### src/rtl/assert_macros.svh
// Assertion macros used by the LED pattern generator controller
`ifndef ASSERT_MACROS_SVH
`define ASSERT_MACROS_SVH

// Clocked assertion, switched off while reset is held
`define LPG_ASSERT(lbl, clk, rst_n, prop, msg) \
    lbl: assert property (@(posedge clk) disable iff (!rst_n) prop) else $error(msg);

// Clocked assertion that is checked during reset as well
`define LPG_ASSERT_ALWAYS(lbl, clk, prop, msg) \
    lbl: assert property (@(posedge clk) prop) else $error(msg);

`endif

### src/rtl/lpg_pkg.sv
// Types, constants and helpers for the LED pattern generator
package lpg_pkg;

    localparam int TIME_BITS_DEF = 32;

    localparam int PERIOD_W  = 16;
    localparam int DUTY_W    = 8;
    localparam int MODE_W    = 3;
    localparam int ELAPSED_W = 16;
    localparam int ALT_W     = 32;
    localparam int CFG_IDX_W = 3;
    localparam int CFG_DAT_W = 16;

    // Fixed-point blink threshold and heartbeat percentages
    localparam int DUTY_SHIFT  = 8;
    localparam int PCT_SCALE   = 100;
    localparam int HB_ON1_PCT  = 15;
    localparam int HB_OFF_PCT  = 30;
    localparam int HB_ON2_PCT  = 45;
    localparam int PCT_PROD_W  = 23;
    localparam int DUTY_PROD_W = PERIOD_W + DUTY_W;

    typedef enum logic [MODE_W-1:0] {
        MODE_OFF   = 3'd0,
        MODE_ON    = 3'd1,
        MODE_BLINK = 3'd2,
        MODE_HEART = 3'd3
    } t_mode;

    typedef enum logic {
        CMD_TICK  = 1'b0,
        CMD_START = 1'b1
    } t_cmd;

    typedef enum logic [CFG_IDX_W-1:0] {
        CFG_MAIN_MODE   = 3'd0,
        CFG_MAIN_PERIOD = 3'd1,
        CFG_MAIN_DUTY   = 3'd2,
        CFG_ALT_PATTERN = 3'd3,
        CFG_ALT_PERIOD  = 3'd4,
        CFG_ALT_THRESH  = 3'd5
    } t_cfg_idx;

    localparam logic [MODE_W-1:0]   MAIN_MODE_RST   = 3'd2;
    localparam logic [PERIOD_W-1:0] MAIN_PERIOD_RST = 16'd1000;
    localparam logic [DUTY_W-1:0]   MAIN_DUTY_RST   = 8'd128;
    localparam logic [MODE_W-1:0]   ALT_PATTERN_RST = 3'd2;
    localparam logic [PERIOD_W-1:0] ALT_PERIOD_RST  = 16'd1000;
    localparam logic [DUTY_W-1:0]   ALT_THRESH_RST  = 8'd128;

    typedef struct packed {
        logic [MODE_W-1:0]   main_mode;
        logic [PERIOD_W-1:0] main_period;
        logic [DUTY_W-1:0]   main_duty;
        logic [MODE_W-1:0]   alt_pattern;
        logic [PERIOD_W-1:0] alt_period;
        logic [DUTY_W-1:0]   alt_thresh;
    } t_cfg;

    // Commands from the controller to the datapath
    typedef struct packed {
        logic tick;
        logic start;
        logic div_step;
        logic eval;
        logic push;
    } t_ctrl_cmd;

    // A zero period behaves as one millisecond
    function automatic logic [PERIOD_W-1:0] eff_period(input logic [PERIOD_W-1:0] p);
        return (p == '0) ? PERIOD_W'(1) : p;
    endfunction

endpackage

### src/rtl/lpg_if.sv
// Stream and configuration interfaces of the LED pattern generator
interface lpg_in_if import lpg_pkg::*; ();
    logic                 valid;
    logic                 ready;
    logic                 cmd;
    logic [ELAPSED_W-1:0] elapsed_ms;
    logic [ALT_W-1:0]     alt_duration_ms;

    modport source (output valid, cmd, elapsed_ms, alt_duration_ms, input ready);
    modport sink   (input valid, cmd, elapsed_ms, alt_duration_ms, output ready);
endinterface

interface lpg_out_if;
    logic valid;
    logic ready;
    logic led_on;
    logic alt_active;

    modport source (output valid, led_on, alt_active, input ready);
    modport sink   (input valid, led_on, alt_active, output ready);
endinterface

interface lpg_cfg_if import lpg_pkg::*; ();
    logic                 valid;
    logic                 ready;
    logic [CFG_IDX_W-1:0] index;
    logic [CFG_DAT_W-1:0] data;

    modport source (output valid, index, data, input ready);
    modport sink   (input valid, index, data, output ready);
endinterface

### src/rtl/led_pattern_generator.sv
// A tick beat runs the remainder divider, evaluates the LED level and then pushes the result;
// a start beat loads the alternate timeout and goes straight to the push. No new beat is taken
//   until the last one is pushed; the remainder divider retires one time bit a cycle.
// A finished result waits in the output register while the next beat is taken.
// Reset (synchronous, active low): time, timeout and LED level clear to zero, the
//   registers take their defaults, and the block is ready at once.
module led_pattern_generator import lpg_pkg::*; #(
    parameter int TIME_BITS = TIME_BITS_DEF
) (
    input  logic       i_clk,
    input  logic       i_rst_n,
    lpg_in_if.sink     i_in,
    lpg_out_if.source  o_out,
    lpg_cfg_if.sink    i_cfg
);

    t_cfg      r_cfg;
    t_ctrl_cmd w_cmd;

    // Configuration beats are always taken; an index past the list is dropped
    assign i_cfg.ready = 1'b1;

    always_ff @(posedge i_clk) begin
        if (!i_rst_n) begin
            r_cfg.main_mode   <= MAIN_MODE_RST;
            r_cfg.main_period <= MAIN_PERIOD_RST;
            r_cfg.main_duty   <= MAIN_DUTY_RST;
            r_cfg.alt_pattern <= ALT_PATTERN_RST;
            r_cfg.alt_period  <= ALT_PERIOD_RST;
            r_cfg.alt_thresh  <= ALT_THRESH_RST;
        end else if (i_cfg.valid) begin
            unique case (i_cfg.index)
                CFG_MAIN_MODE:   r_cfg.main_mode   <= i_cfg.data[MODE_W-1:0];
                CFG_MAIN_PERIOD: r_cfg.main_period <= i_cfg.data[PERIOD_W-1:0];
                CFG_MAIN_DUTY:   r_cfg.main_duty   <= i_cfg.data[DUTY_W-1:0];
                CFG_ALT_PATTERN: r_cfg.alt_pattern <= i_cfg.data[MODE_W-1:0];
                CFG_ALT_PERIOD:  r_cfg.alt_period  <= i_cfg.data[PERIOD_W-1:0];
                CFG_ALT_THRESH:  r_cfg.alt_thresh  <= i_cfg.data[DUTY_W-1:0];
                default: begin
                end
            endcase
        end
    end

    // Controller: accept, run the divider, evaluate the level, hand over the result
    lpg_ctrl #(
        .TIME_BITS (TIME_BITS)
    ) u_ctrl (
        .i_clk       (i_clk),
        .i_rst_n     (i_rst_n),
        .i_in_valid  (i_in.valid),
        .i_in_cmd    (i_in.cmd),
        .o_in_ready  (i_in.ready),
        .i_out_ready (o_out.ready),
        .o_out_valid (o_out.valid),
        .o_cmd       (w_cmd)
    );

    // Datapath: time base, alternate timeout, phase remainder and pattern level
    lpg_dp #(
        .TIME_BITS (TIME_BITS)
    ) u_dp (
        .i_clk             (i_clk),
        .i_rst_n           (i_rst_n),
        .i_cmd             (w_cmd),
        .i_cfg             (r_cfg),
        .i_elapsed_ms      (i_in.elapsed_ms),
        .i_alt_duration_ms (i_in.alt_duration_ms),
        .o_led_on          (o_out.led_on),
        .o_alt_active      (o_out.alt_active)
    );

endmodule

### src/rtl/lpg_ctrl.sv
// Sequencing controller of the LED pattern generator
`include "assert_macros.svh"

module lpg_ctrl import lpg_pkg::*; #(
    parameter int TIME_BITS = TIME_BITS_DEF
) (
    input  logic      i_clk,
    input  logic      i_rst_n,
    input  logic      i_in_valid,
    input  logic      i_in_cmd,
    output logic      o_in_ready,
    input  logic      i_out_ready,
    output logic      o_out_valid,
    output t_ctrl_cmd o_cmd
);

    localparam int CNT_W = $clog2(TIME_BITS);

    typedef enum logic [3:0] {
        S_IDLE = 4'b0001,
        S_DIV  = 4'b0010,
        S_EVAL = 4'b0100,
        S_PUSH = 4'b1000
    } t_state;

    t_state           r_state, n_state;
    logic [CNT_W-1:0] r_cnt, n_cnt;
    logic             r_out_valid, n_out_valid;

    always_comb begin
        n_state = r_state;
        n_cnt   = r_cnt;
        o_cmd   = '0;
        unique case (r_state)
            S_IDLE: begin
                if (i_in_valid) begin
                    if (i_in_cmd == CMD_START) begin
                        o_cmd.start = 1'b1;
                        n_state     = S_PUSH;
                    end else begin
                        o_cmd.tick = 1'b1;
                        n_cnt      = CNT_W'(TIME_BITS - 1);
                        n_state    = S_DIV;
                    end
                end
            end
            S_DIV: begin
                o_cmd.div_step = 1'b1;
                if (r_cnt == '0) begin
                    n_state = S_EVAL;
                end else begin
                    n_cnt = r_cnt - 1'b1;
                end
            end
            S_EVAL: begin
                o_cmd.eval = 1'b1;
                n_state    = S_PUSH;
            end
            S_PUSH: begin
                if (!r_out_valid || i_out_ready) begin
                    o_cmd.push = 1'b1;
                    n_state    = S_IDLE;
                end
            end
            default: begin
                n_state = S_IDLE;
            end
        endcase
    end

    always_comb begin
        if (o_cmd.push) begin
            n_out_valid = 1'b1;
        end else if (i_out_ready) begin
            n_out_valid = 1'b0;
        end else begin
            n_out_valid = r_out_valid;
        end
    end

    always_ff @(posedge i_clk) begin
        if (!i_rst_n) begin
            r_state     <= S_IDLE;
            r_cnt       <= '0;
            r_out_valid <= 1'b0;
        end else begin
            r_state     <= n_state;
            r_cnt       <= n_cnt;
            r_out_valid <= n_out_valid;
        end
    end

    assign o_in_ready  = (r_state == S_IDLE);
    assign o_out_valid = r_out_valid;

    `LPG_ASSERT(a_push_no_overwrite, i_clk, i_rst_n, o_cmd.push |-> (!r_out_valid || i_out_ready), "result register overwritten while full")
    `LPG_ASSERT(a_tick_loads_count, i_clk, i_rst_n, o_cmd.tick |=> (r_state == S_DIV && r_cnt == CNT_W'(TIME_BITS - 1)), "tick did not start a full division")
    `LPG_ASSERT(a_div_ends_eval, i_clk, i_rst_n, (r_state == S_DIV && r_cnt == '0) |=> (r_state == S_EVAL), "division did not hand over to evaluation")
    `LPG_ASSERT_ALWAYS(a_reset_idle, i_clk, !i_rst_n |=> (r_state == S_IDLE && !r_out_valid), "reset did not return to idle")

endmodule

### src/rtl/lpg_dp.sv
// Datapath of the LED pattern generator: time, timeout, phase divider, level
module lpg_dp import lpg_pkg::*; #(
    parameter int TIME_BITS = TIME_BITS_DEF
) (
    input  logic                 i_clk,
    input  logic                 i_rst_n,
    input  t_ctrl_cmd            i_cmd,
    input  t_cfg                 i_cfg,
    input  logic [ELAPSED_W-1:0] i_elapsed_ms,
    input  logic [ALT_W-1:0]     i_alt_duration_ms,
    output logic                 o_led_on,
    output logic                 o_alt_active
);

    logic [TIME_BITS-1:0] r_time;
    logic [TIME_BITS-1:0] r_dividend;
    logic [PERIOD_W-1:0]  r_rem;
    logic [ALT_W-1:0]     r_alt_rem;
    logic                 r_use_alt;
    logic                 r_led;
    logic                 r_out_led;
    logic                 r_out_alt;

    logic [TIME_BITS-1:0]   w_time_sum;
    logic [ALT_W-1:0]       w_dt_ext;
    logic [ALT_W-1:0]       w_alt_next;
    logic [PERIOD_W-1:0]    w_period;
    logic [DUTY_W-1:0]      w_duty;
    logic [MODE_W-1:0]      w_mode;
    logic [PERIOD_W:0]      w_trial;
    logic [PERIOD_W:0]      w_trial_sub;
    logic [DUTY_PROD_W-1:0] w_duty_prod;
    logic [PERIOD_W-1:0]    w_blink_thr;
    logic [PCT_PROD_W-1:0]  w_phase_pct;
    logic [PCT_PROD_W-1:0]  w_p_on1;
    logic [PCT_PROD_W-1:0]  w_p_off;
    logic [PCT_PROD_W-1:0]  w_p_on2;
    logic                   w_blink_lit;
    logic                   w_heart_lit;
    logic                   w_level;

    assign w_time_sum = r_time + TIME_BITS'(i_elapsed_ms);
    assign w_dt_ext   = ALT_W'(i_elapsed_ms);
    assign w_alt_next = (r_alt_rem <= w_dt_ext) ? '0 : (r_alt_rem - w_dt_ext);

    // Pattern selection latched at the tick
    assign w_period = r_use_alt ? eff_period(i_cfg.alt_period) : eff_period(i_cfg.main_period);
    assign w_duty   = r_use_alt ? i_cfg.alt_thresh : i_cfg.main_duty;
    assign w_mode   = r_use_alt ? i_cfg.alt_pattern : i_cfg.main_mode;

    // Restoring division, one quotient bit a cycle; only the remainder is kept
    assign w_trial     = {r_rem, r_dividend[TIME_BITS-1]};
    assign w_trial_sub = w_trial - {1'b0, w_period};

    assign w_duty_prod = DUTY_PROD_W'(w_period) * DUTY_PROD_W'(w_duty);
    assign w_blink_thr = PERIOD_W'(w_duty_prod >> DUTY_SHIFT);
    assign w_blink_lit = (r_rem > w_blink_thr);

    // phase <= floor(p*k/100) is the same as 100*phase <= p*k
    assign w_phase_pct = PCT_PROD_W'(r_rem) * PCT_PROD_W'(PCT_SCALE);
    assign w_p_on1     = PCT_PROD_W'(w_period) * PCT_PROD_W'(HB_ON1_PCT);
    assign w_p_off     = PCT_PROD_W'(w_period) * PCT_PROD_W'(HB_OFF_PCT);
    assign w_p_on2     = PCT_PROD_W'(w_period) * PCT_PROD_W'(HB_ON2_PCT);
    assign w_heart_lit = ((r_rem != '0) && (w_phase_pct <= w_p_on1))
                      || ((w_phase_pct > w_p_off) && (w_phase_pct <= w_p_on2));

    always_comb begin
        unique case (w_mode)
            MODE_ON:    w_level = 1'b1;
            MODE_BLINK: w_level = w_blink_lit;
            MODE_HEART: w_level = !r_use_alt && w_heart_lit;
            default:    w_level = 1'b0;
        endcase
    end

    always_ff @(posedge i_clk) begin
        if (!i_rst_n) begin
            r_time    <= '0;
            r_alt_rem <= '0;
            r_led     <= 1'b0;
        end else begin
            if (i_cmd.tick) begin
                r_time <= w_time_sum;
                if (r_alt_rem != '0) begin
                    r_alt_rem <= w_alt_next;
                end
            end
            if (i_cmd.start) begin
                r_alt_rem <= i_alt_duration_ms;
            end
            if (i_cmd.eval) begin
                r_led <= w_level;
            end
        end
    end

    always_ff @(posedge i_clk) begin
        if (i_cmd.tick) begin
            r_dividend <= w_time_sum;
            r_rem      <= '0;
            r_use_alt  <= (r_alt_rem != '0);
        end
        if (i_cmd.div_step) begin
            r_dividend <= r_dividend << 1;
            if (!w_trial_sub[PERIOD_W]) begin
                r_rem <= w_trial_sub[PERIOD_W-1:0];
            end else begin
                r_rem <= w_trial[PERIOD_W-1:0];
            end
        end
        if (i_cmd.push) begin
            r_out_led <= r_led;
            r_out_alt <= (r_alt_rem != '0);
        end
    end

    assign o_led_on     = r_out_led;
    assign o_alt_active = r_out_alt;

endmodule
### src/flat_wrapper.sv
// flat-port wrapper written by rule: the top's interface ports become plain ports
module led_pattern_generator_flat import lpg_pkg::*;
#(
    parameter int TIME_BITS = TIME_BITS_DEF
)
  (i_clk, i_rst_n, i_in_valid, i_in_cmd, i_in_elapsed_ms, i_in_alt_duration_ms, i_in_ready, o_out_valid, o_out_led_on, o_out_alt_active, o_out_ready, i_cfg_valid, i_cfg_index, i_cfg_data, i_cfg_ready);
  lpg_in_if i_in_i ();
  lpg_out_if o_out_i ();
  lpg_cfg_if i_cfg_i ();
  input  logic i_clk;
  input  logic i_rst_n;
  input wire logic [$bits(i_in_i.valid)-1:0] i_in_valid;
  input wire logic [$bits(i_in_i.cmd)-1:0] i_in_cmd;
  input wire logic [$bits(i_in_i.elapsed_ms)-1:0] i_in_elapsed_ms;
  input wire logic [$bits(i_in_i.alt_duration_ms)-1:0] i_in_alt_duration_ms;
  output wire logic [$bits(i_in_i.ready)-1:0] i_in_ready;
  output wire logic [$bits(o_out_i.valid)-1:0] o_out_valid;
  output wire logic [$bits(o_out_i.led_on)-1:0] o_out_led_on;
  output wire logic [$bits(o_out_i.alt_active)-1:0] o_out_alt_active;
  input wire logic [$bits(o_out_i.ready)-1:0] o_out_ready;
  input wire logic [$bits(i_cfg_i.valid)-1:0] i_cfg_valid;
  input wire logic [$bits(i_cfg_i.index)-1:0] i_cfg_index;
  input wire logic [$bits(i_cfg_i.data)-1:0] i_cfg_data;
  output wire logic [$bits(i_cfg_i.ready)-1:0] i_cfg_ready;
  assign i_in_i.valid = i_in_valid;
  assign i_in_i.cmd = i_in_cmd;
  assign i_in_i.elapsed_ms = i_in_elapsed_ms;
  assign i_in_i.alt_duration_ms = i_in_alt_duration_ms;
  assign i_in_ready = i_in_i.ready;
  assign o_out_valid = o_out_i.valid;
  assign o_out_led_on = o_out_i.led_on;
  assign o_out_alt_active = o_out_i.alt_active;
  assign o_out_i.ready = o_out_ready;
  assign i_cfg_i.valid = i_cfg_valid;
  assign i_cfg_i.index = i_cfg_index;
  assign i_cfg_i.data = i_cfg_data;
  assign i_cfg_ready = i_cfg_i.ready;
  led_pattern_generator #(.TIME_BITS(TIME_BITS)) u_core (.i_clk(i_clk), .i_rst_n(i_rst_n), .i_in(i_in_i), .o_out(o_out_i), .i_cfg(i_cfg_i));
endmodule
### config.mk
export PLATFORM = sky130hd
export DESIGN_NAME = led_pattern_generator_flat
export DESIGN_NICKNAME = d
export VERILOG_FILES = /design/src/rtl/lpg_pkg.sv /design/src/rtl/lpg_if.sv /design/src/rtl/led_pattern_generator.sv /design/src/rtl/lpg_ctrl.sv /design/src/rtl/lpg_dp.sv /design/src/flat_wrapper.sv
export VERILOG_INCLUDE_DIRS = /design/src /design/src/rtl
export SDC_FILE = /design/constraint.sdc
export NUM_CORES = 1
export LEC_CHECK = 0
export BUFFER_PORTS_ARGS = -buffer_cell sky130_fd_sc_hd__buf_4
export CORE_MARGIN = 2
export CORE_UTILIZATION = 49
export CTS_BUF_LIST = sky130_fd_sc_hd__clkbuf_2
export CTS_CLUSTER_DIAMETER = 200
export CTS_CLUSTER_SIZE = 28
export DETAILED_ROUTE_END_ITERATION = 12
export GPL_ROUTABILITY_DRIVEN = 0
export PLACE_DENSITY = 0.68
export SYNTH_ARGS = -nofsm -noshare
export SYNTH_HDL_FRONTEND = slang
export SYNTH_SLANG_ARGS = --single-unit
### constraint.sdc
create_clock -name i_clk -period 6.9 [get_ports i_clk]
set_clock_uncertainty 0.1 [all_clocks]
set_input_delay 0.69 -clock i_clk [delete_from_list [all_inputs] [get_ports i_clk]]
set_output_delay 0.69 -clock i_clk [all_outputs]
set_load 0.02 [all_outputs]
== Word-level counts from Yosys, hierarchy flattened ==
Cells that the tools add are included.
Word-level totals
  bits in registers: 180
  bits in latches: 0
  memory bits (writable): 0
  ROM bits: 0
  input port bits: 73
  output and inout port bits: 5
  word-level logic and storage cells: 110
  memories: 0
Cells by class
  add/sub/neg operators: 4
  multipliers: 5
  div/mod/pow operators: 0
  magnitude comparators: 5
  eq/ne operators: 17
  shift operators: 0
  multiplexer cells: 34
  bitwise logic cells: 0
  reduce and logical (&&, ||, !) cells: 27
Operators with widths (number)
  $mux 32: 6
  $mux 16: 6
  $mul 16x4->20 const B: 2
  $add 32x16->32: 1
  $le 32x16->1: 1
  $logic_not 16->1: 2
  $reduce_bool 32->1: 1
  $sub 32x16->32: 1
  $mul 16x8->24: 1
  $gt 23x21->1: 1
  $le 23x20->1: 1
  $le 23x22->1: 1
  $mul 16x6->22 const B: 1
  $mul 16x5->21 const B: 1
  $sub 17x16->17: 1
  $gt 16x16->1: 1
  $mux 4: 4
  $pmux 4 s4: 1
  $reduce_bool 16->1: 1
  $mux 5: 3
  $reduce_and 2->1: 7
  $eq 3x2->1 const B: 4
  $ne 2x2->1 const B: 5
  $pmux 5 s2: 1
  other kinds (20): 38

== Logic depth before layout (Yosys ltp) ==
  depth in word-level cells: 9
  gate-level depth with buffers: 33
  gate-level depth less buffers: 32

== Hierarchy ==
Synthesis repeated with hierarchy kept, for this count alone.
Unflattened totals
  cells, all modules: 2366
  area, all modules: 20673.6 µm²
Modules (own cells, without submodules)
  lpg_dp: instances 1, cells each 2103, area each 18001.0 µm², sequential area each 2822.7 µm²
  led_pattern_generator: instances 1, cells each 206, area each 2118.3 µm², sequential area each 1081.0 µm²
  lpg_ctrl: instances 1, cells each 57, area each 554.3 µm², sequential area each 200.2 µm²

== Least setup slack after synthesis ==
Ideal clock, no wire load.
  path type: register to register
  from: register u_core.u_dp.r_use_alt
  to: register u_core.u_dp.r_led
  setup time: 0.123 ns
  arrival: 7.005 ns
  data required time: 6.677 ns
  setup slack: -0.328 ns
  stages on the path, launching flop included: 29
  path buffers: 3
  clock period less this slack: 7.228 ns
  cell sequence: edfxtp_1 -> buf_2 -> buf_1 -> clkbuf_1 -> mux2i_1 -> nor2_1 -> fa_1 -> inv_1 -> fa_1 -> inv_1 -> fa_1 -> inv_1 -> fa_1 -> inv_1 -> ha_1 -> nor2b_1 -> o21ai_0 -> nand2_1 -> or2_2 -> a311o_1 -> a31o_2 -> a21oi_1 -> xnor2_1 -> ha_1 -> nand4_1 -> nor4_1 -> nor3_1 -> o21ai_0 -> nand3_1
On the way
  longest elaborated chain between the ends: 7
  elaborated cells on any way between the ends: 20
  those cells by class: 4 x mul; 4 x order compare; 3 x eq/ne; 4 x mux; 5 x reduce/logical
Ends and longest elaborated chain
  start, declared: RTL line lpg_dp.sv:19  | logic r_use_alt;
  start signal, assigned: RTL line lpg_dp.sv:101  | r_use_alt <= (r_alt_rem != '0);
  $mux 16: RTL line lpg_dp.sv:47  | assign w_period = r_use_alt ? eff_period(i_cfg.alt_period) : eff_period(i_cfg.main_period);
  $mul 16x4->20 or $mul 16x6->22 (tied branches): RTL line lpg_dp.sv:61, lpg_dp.sv:62, lpg_dp.sv:63
  $le 23x20->1 (tied with other cells): RTL line lpg_dp.sv:64  | assign w_heart_lit = ((r_rem != '0) && (w_phase_pct <= w_p_on1))
  $logic_and 1x1->1, on equally long branches: RTL line lpg_dp.sv:64, lpg_dp.sv:65
  $logic_or 1x1->1: RTL line lpg_dp.sv:65  | || ((w_phase_pct > w_p_off) && (w_phase_pct <= w_p_on2));
  $logic_and 1x1->1: RTL line lpg_dp.sv:71  | MODE_HEART: w_level = !r_use_alt && w_heart_lit;
  $pmux 1 s3 *: RTL line lpg_dp.sv:68  | unique case (w_mode)
  end signal, assigned: RTL line lpg_dp.sv:92  | r_led <= w_level;
  end, declared: RTL line lpg_dp.sv:20  | logic r_led;
Every way passes the cells marked *; elsewhere a longest branch is shown, timed or not.
A chain may end at the register's enable or synchronous reset.

== Worst setup path after layout ==
Ends and elaborated chain as after synthesis.

==> flow_summary.toml <==
[outcome]
outcome = "complete, no violations"

[die]
dieWidth_um = 208
ios = 78
die_h_um = 208
core_area_um2 = 41000
fp.dieArea_um2 = 43400
start_util_pct = 49.9
rows = 74

[sta]
tightest_slew_ps = 1280
fmax_mhz = 149
setup_viol = 0
whs_ps = 75.9
period_needed_ps = 6710
fin_crit_sh_pct = 97.3
hold_violations = 0
fin_setup_tns_ps = 0
slew_headroom_pct = 14.6
drv_slew = 0

[cells_and_area]
nets = 3073
multi_input_area_um2 = 15100
fin_util_pct = 56.0
postLayoutCellArea_um2 = 23000
final_common_cell = "inv_1"
layout.area.seq_um2 = 4110
area_growth_pct = 12.2
final_cell_mix = "inv_1, ha_1, nand2_1, nor2_1, a21oi_1"
drive_gt1_share_pct = 10.4
n_fill_cell = 3740

[place]
place_area_um2 = 21900
place.port_buffers = 76
dp_hpwl_um = 42800

[setup_path]
crit_fanout = 8
crit_arrival_ps = 7390
cp-startpoint = "u_core.u_dp.r_use_alt$_DFFE_PP_"
crit_path_start_kind = "flip-flop"
cp_slowest_cell = "fa_1"
r2r_start = "u_core.u_dp.r_use_alt$_DFFE_PP_"
crit_end = "u_core.u_dp.r_led$_SDFFE_PN0P_"
cp-end-kind = "flip-flop"
reg2reg_to = "u_core.u_dp.r_led$_SDFFE_PN0P_"
cp.required_ps = 7580
worst-setup-path-type = "flip-flop to flip-flop"
max_stage_delay_ps = 570
crit_top_cell = "fa_1"
reg2reg_slack_ps = 190
reg2regPathDepth = 31

[grt]
grt_overflow = 0
grt_usage_pct = 24.7
use_met3_pct = 3.09
grt_max_degree = 50
use_met1_pct = 33.2
globalRouteMet2Util_pct = 41.3
grt_antenna_before_repair = 1
grt_most_used_layer = "met2"
grt_pass1_vias = 17400
grt_pass1_wl_um = 87400

[cts]
clkTransAtPathRegs_ps = 280
clockBufferDepth = 2
clock-root-buffer = "clkbuf_2"
clkSinkCount = 180
cts_buffers = 17
clk_latency_ps = 840
cts_tree = "built"
cts-htree-levels = 4

[power_and_ir_drop]
ir_drop_mv = 0.241
power.density_nw_per_um2 = 223
leakage_uw = 0.0109

[hold_path]
worstHoldStart = "i_in_alt_duration_ms[1]"
min_path_type = "input port to flip-flop"

[logic_synthesis]
ys.flop_type = "dfxtp_1"
yosys_warnings = 0
synthCells = 2417
synth_nets = 2931
synth_cell_types = 83
yosysSeqAreaShare_pct = 20.0
ys_async_sr_fraction_pct = 0
synth_edf_count = 50
synth_area_um2 = 20500
ys_ff_latch = 180
postSynthAreaPerCell_um2 = 8.47

[drt]
num_vias = 17600
drt_wl_total_um = 54100
drtIter0Drc = 1145
detail-route-antenna-nets = 0
wl_per_cell_um = 17.4
firstDrtPassIters = 5
via_per_inst = 5.67
post-route-drc-count = 0

[run]
maxCapViolCount = 0
==> kinds of logic (layout without fill, tap and decap cells) <==
group / after synthesis / count (layout) / synth area share [%]
AOI/OAI and AO/OA: 485 / 485 / 15.5
xor gates and xnor gates: 125 / 125 / 5.38
adders and majority gates: 441 / 441 / 32.5
buffers and inverters: 389 / 544 / 7.33
DFF: 180 / 180 / 20.0
muxes: 49 / 49 / 2.44
other: 1 / 2 / 0.0183
and+or+nand+nor: 747 / 747 / 16.7
==> repair_timing <==
action | in CTS | in global routing
resized for setup | 4 | 53
pin swaps | 0 | 13
hold buffers | 38 | 1
gates cloned | 0 | 3
buffers inserted | 0 | 14
endpoints found under the setup margin | 1 | 1
hold endpoints to repair | 75 | 1
==> sequential cells by signal, indices dropped and copies added, names as in the netlist, 4 cells and up <==
signal and count:
u_core.u_ctrl.r_cnt 5, u_core.u_dp.r_time 32, u_core.u_ctrl.r_state 4, u_core.u_dp.r_alt_rem 32
u_core.r_cfg 54, u_core.u_dp.r_rem 16, u_core.u_dp.r_dividend 32
==> stage by stage <==
step / total power (µW) / instances / setup WS, ps
floorplan: 3790 / 2417 / 3.60
global placement: 4420 / 3016 / 61.9
detailed placement: 4530 / 3016 / -53.1
CTS: 5100 / 3086 / 1.69
global route: 5600 / 3105 / -63.1
finish: 5130 / 3105 / 187
==> per-layer routing <==
layer / up-vias / wire (µm) / part of all wire (%)
met3: 107 / 3080 / 5.7
met5: - / 0 / 0
li1: 8562 / - / -
met2: 519 / 25200 / 47
met4: 0 / 1740 / 3.2
met1: 8410 / 24000 / 44
==> cell type report <==
cell class | count | share of cell area, %
Multi-Input combinational cell | 1848 | 66.0
Sequential cell | 180 | 17.9
Timing Repair Buffer | 188 | 6.98
Inverter | 324 | 5.31
Tap cell | 532 | 2.90
Clock inverter | 14 | 0.556
Clock buffer | 18 | 0.392
Antenna cell | 1 | 0.0109
==> critical path: cells and delay by family, from the launching register on <==
family / cells / cell delay [ps]
muxes: 1 / 360
and+or+nand+nor: 5 / 370
buffers and inverters: 6 / 850
DFF: 1 / 450
xor gates and xnor gates: 1 / 130
AOI/OAI and AO/OA: 12 / 1900
adders and majority gates: 6 / 2510
==> synth_stat cells, types with 41 or more instances <==
library cell	number	share of area, %
nor2_1	231	4.2
xor2_1	54	2.3
clkbuf_1	53	0.97
a21o_1	47	1.7
xnor2_1	70	3.0
o21ai_0	91	2.2
nor3_1	47	1.1
inv_1	321	5.9
edfxtp_1	50	7.3
ha_1	289	18
dfxtp_1	130	13
a21oi_1	158	3.9
nand2_1	251	4.6
fa_1	152	15
nand3_1	49	1.2
mux2i_1	41	2.0
==> how the worst min path moves through the flow <==
stage               cells after the start                                     end  slack, ps
global route                            4  u_core.u_dp.r_alt_rem[29]$_SDFFE_PN0P_         30
CTS                                     3   u_core.u_dp.r_alt_rem[2]$_SDFFE_PN0P_          3
global placement                        2           u_core.r_cfg[30]$_SDFFE_PN0P_        340
floorplan                               0          u_core.u_dp.o_led_on$_DFFE_PP_        310
finish                                  3   u_core.u_dp.r_alt_rem[1]$_SDFFE_PN0P_         80
detailed placement                      2           u_core.r_cfg[30]$_SDFFE_PN0P_        350
==> power breakdown <==
part	internal, µW	switching, µW
combinational	1350	1890
sequential	1220	125
clock	138	404
total	2710	2420
No activity file was read; power rests on OpenSTA's default activity.
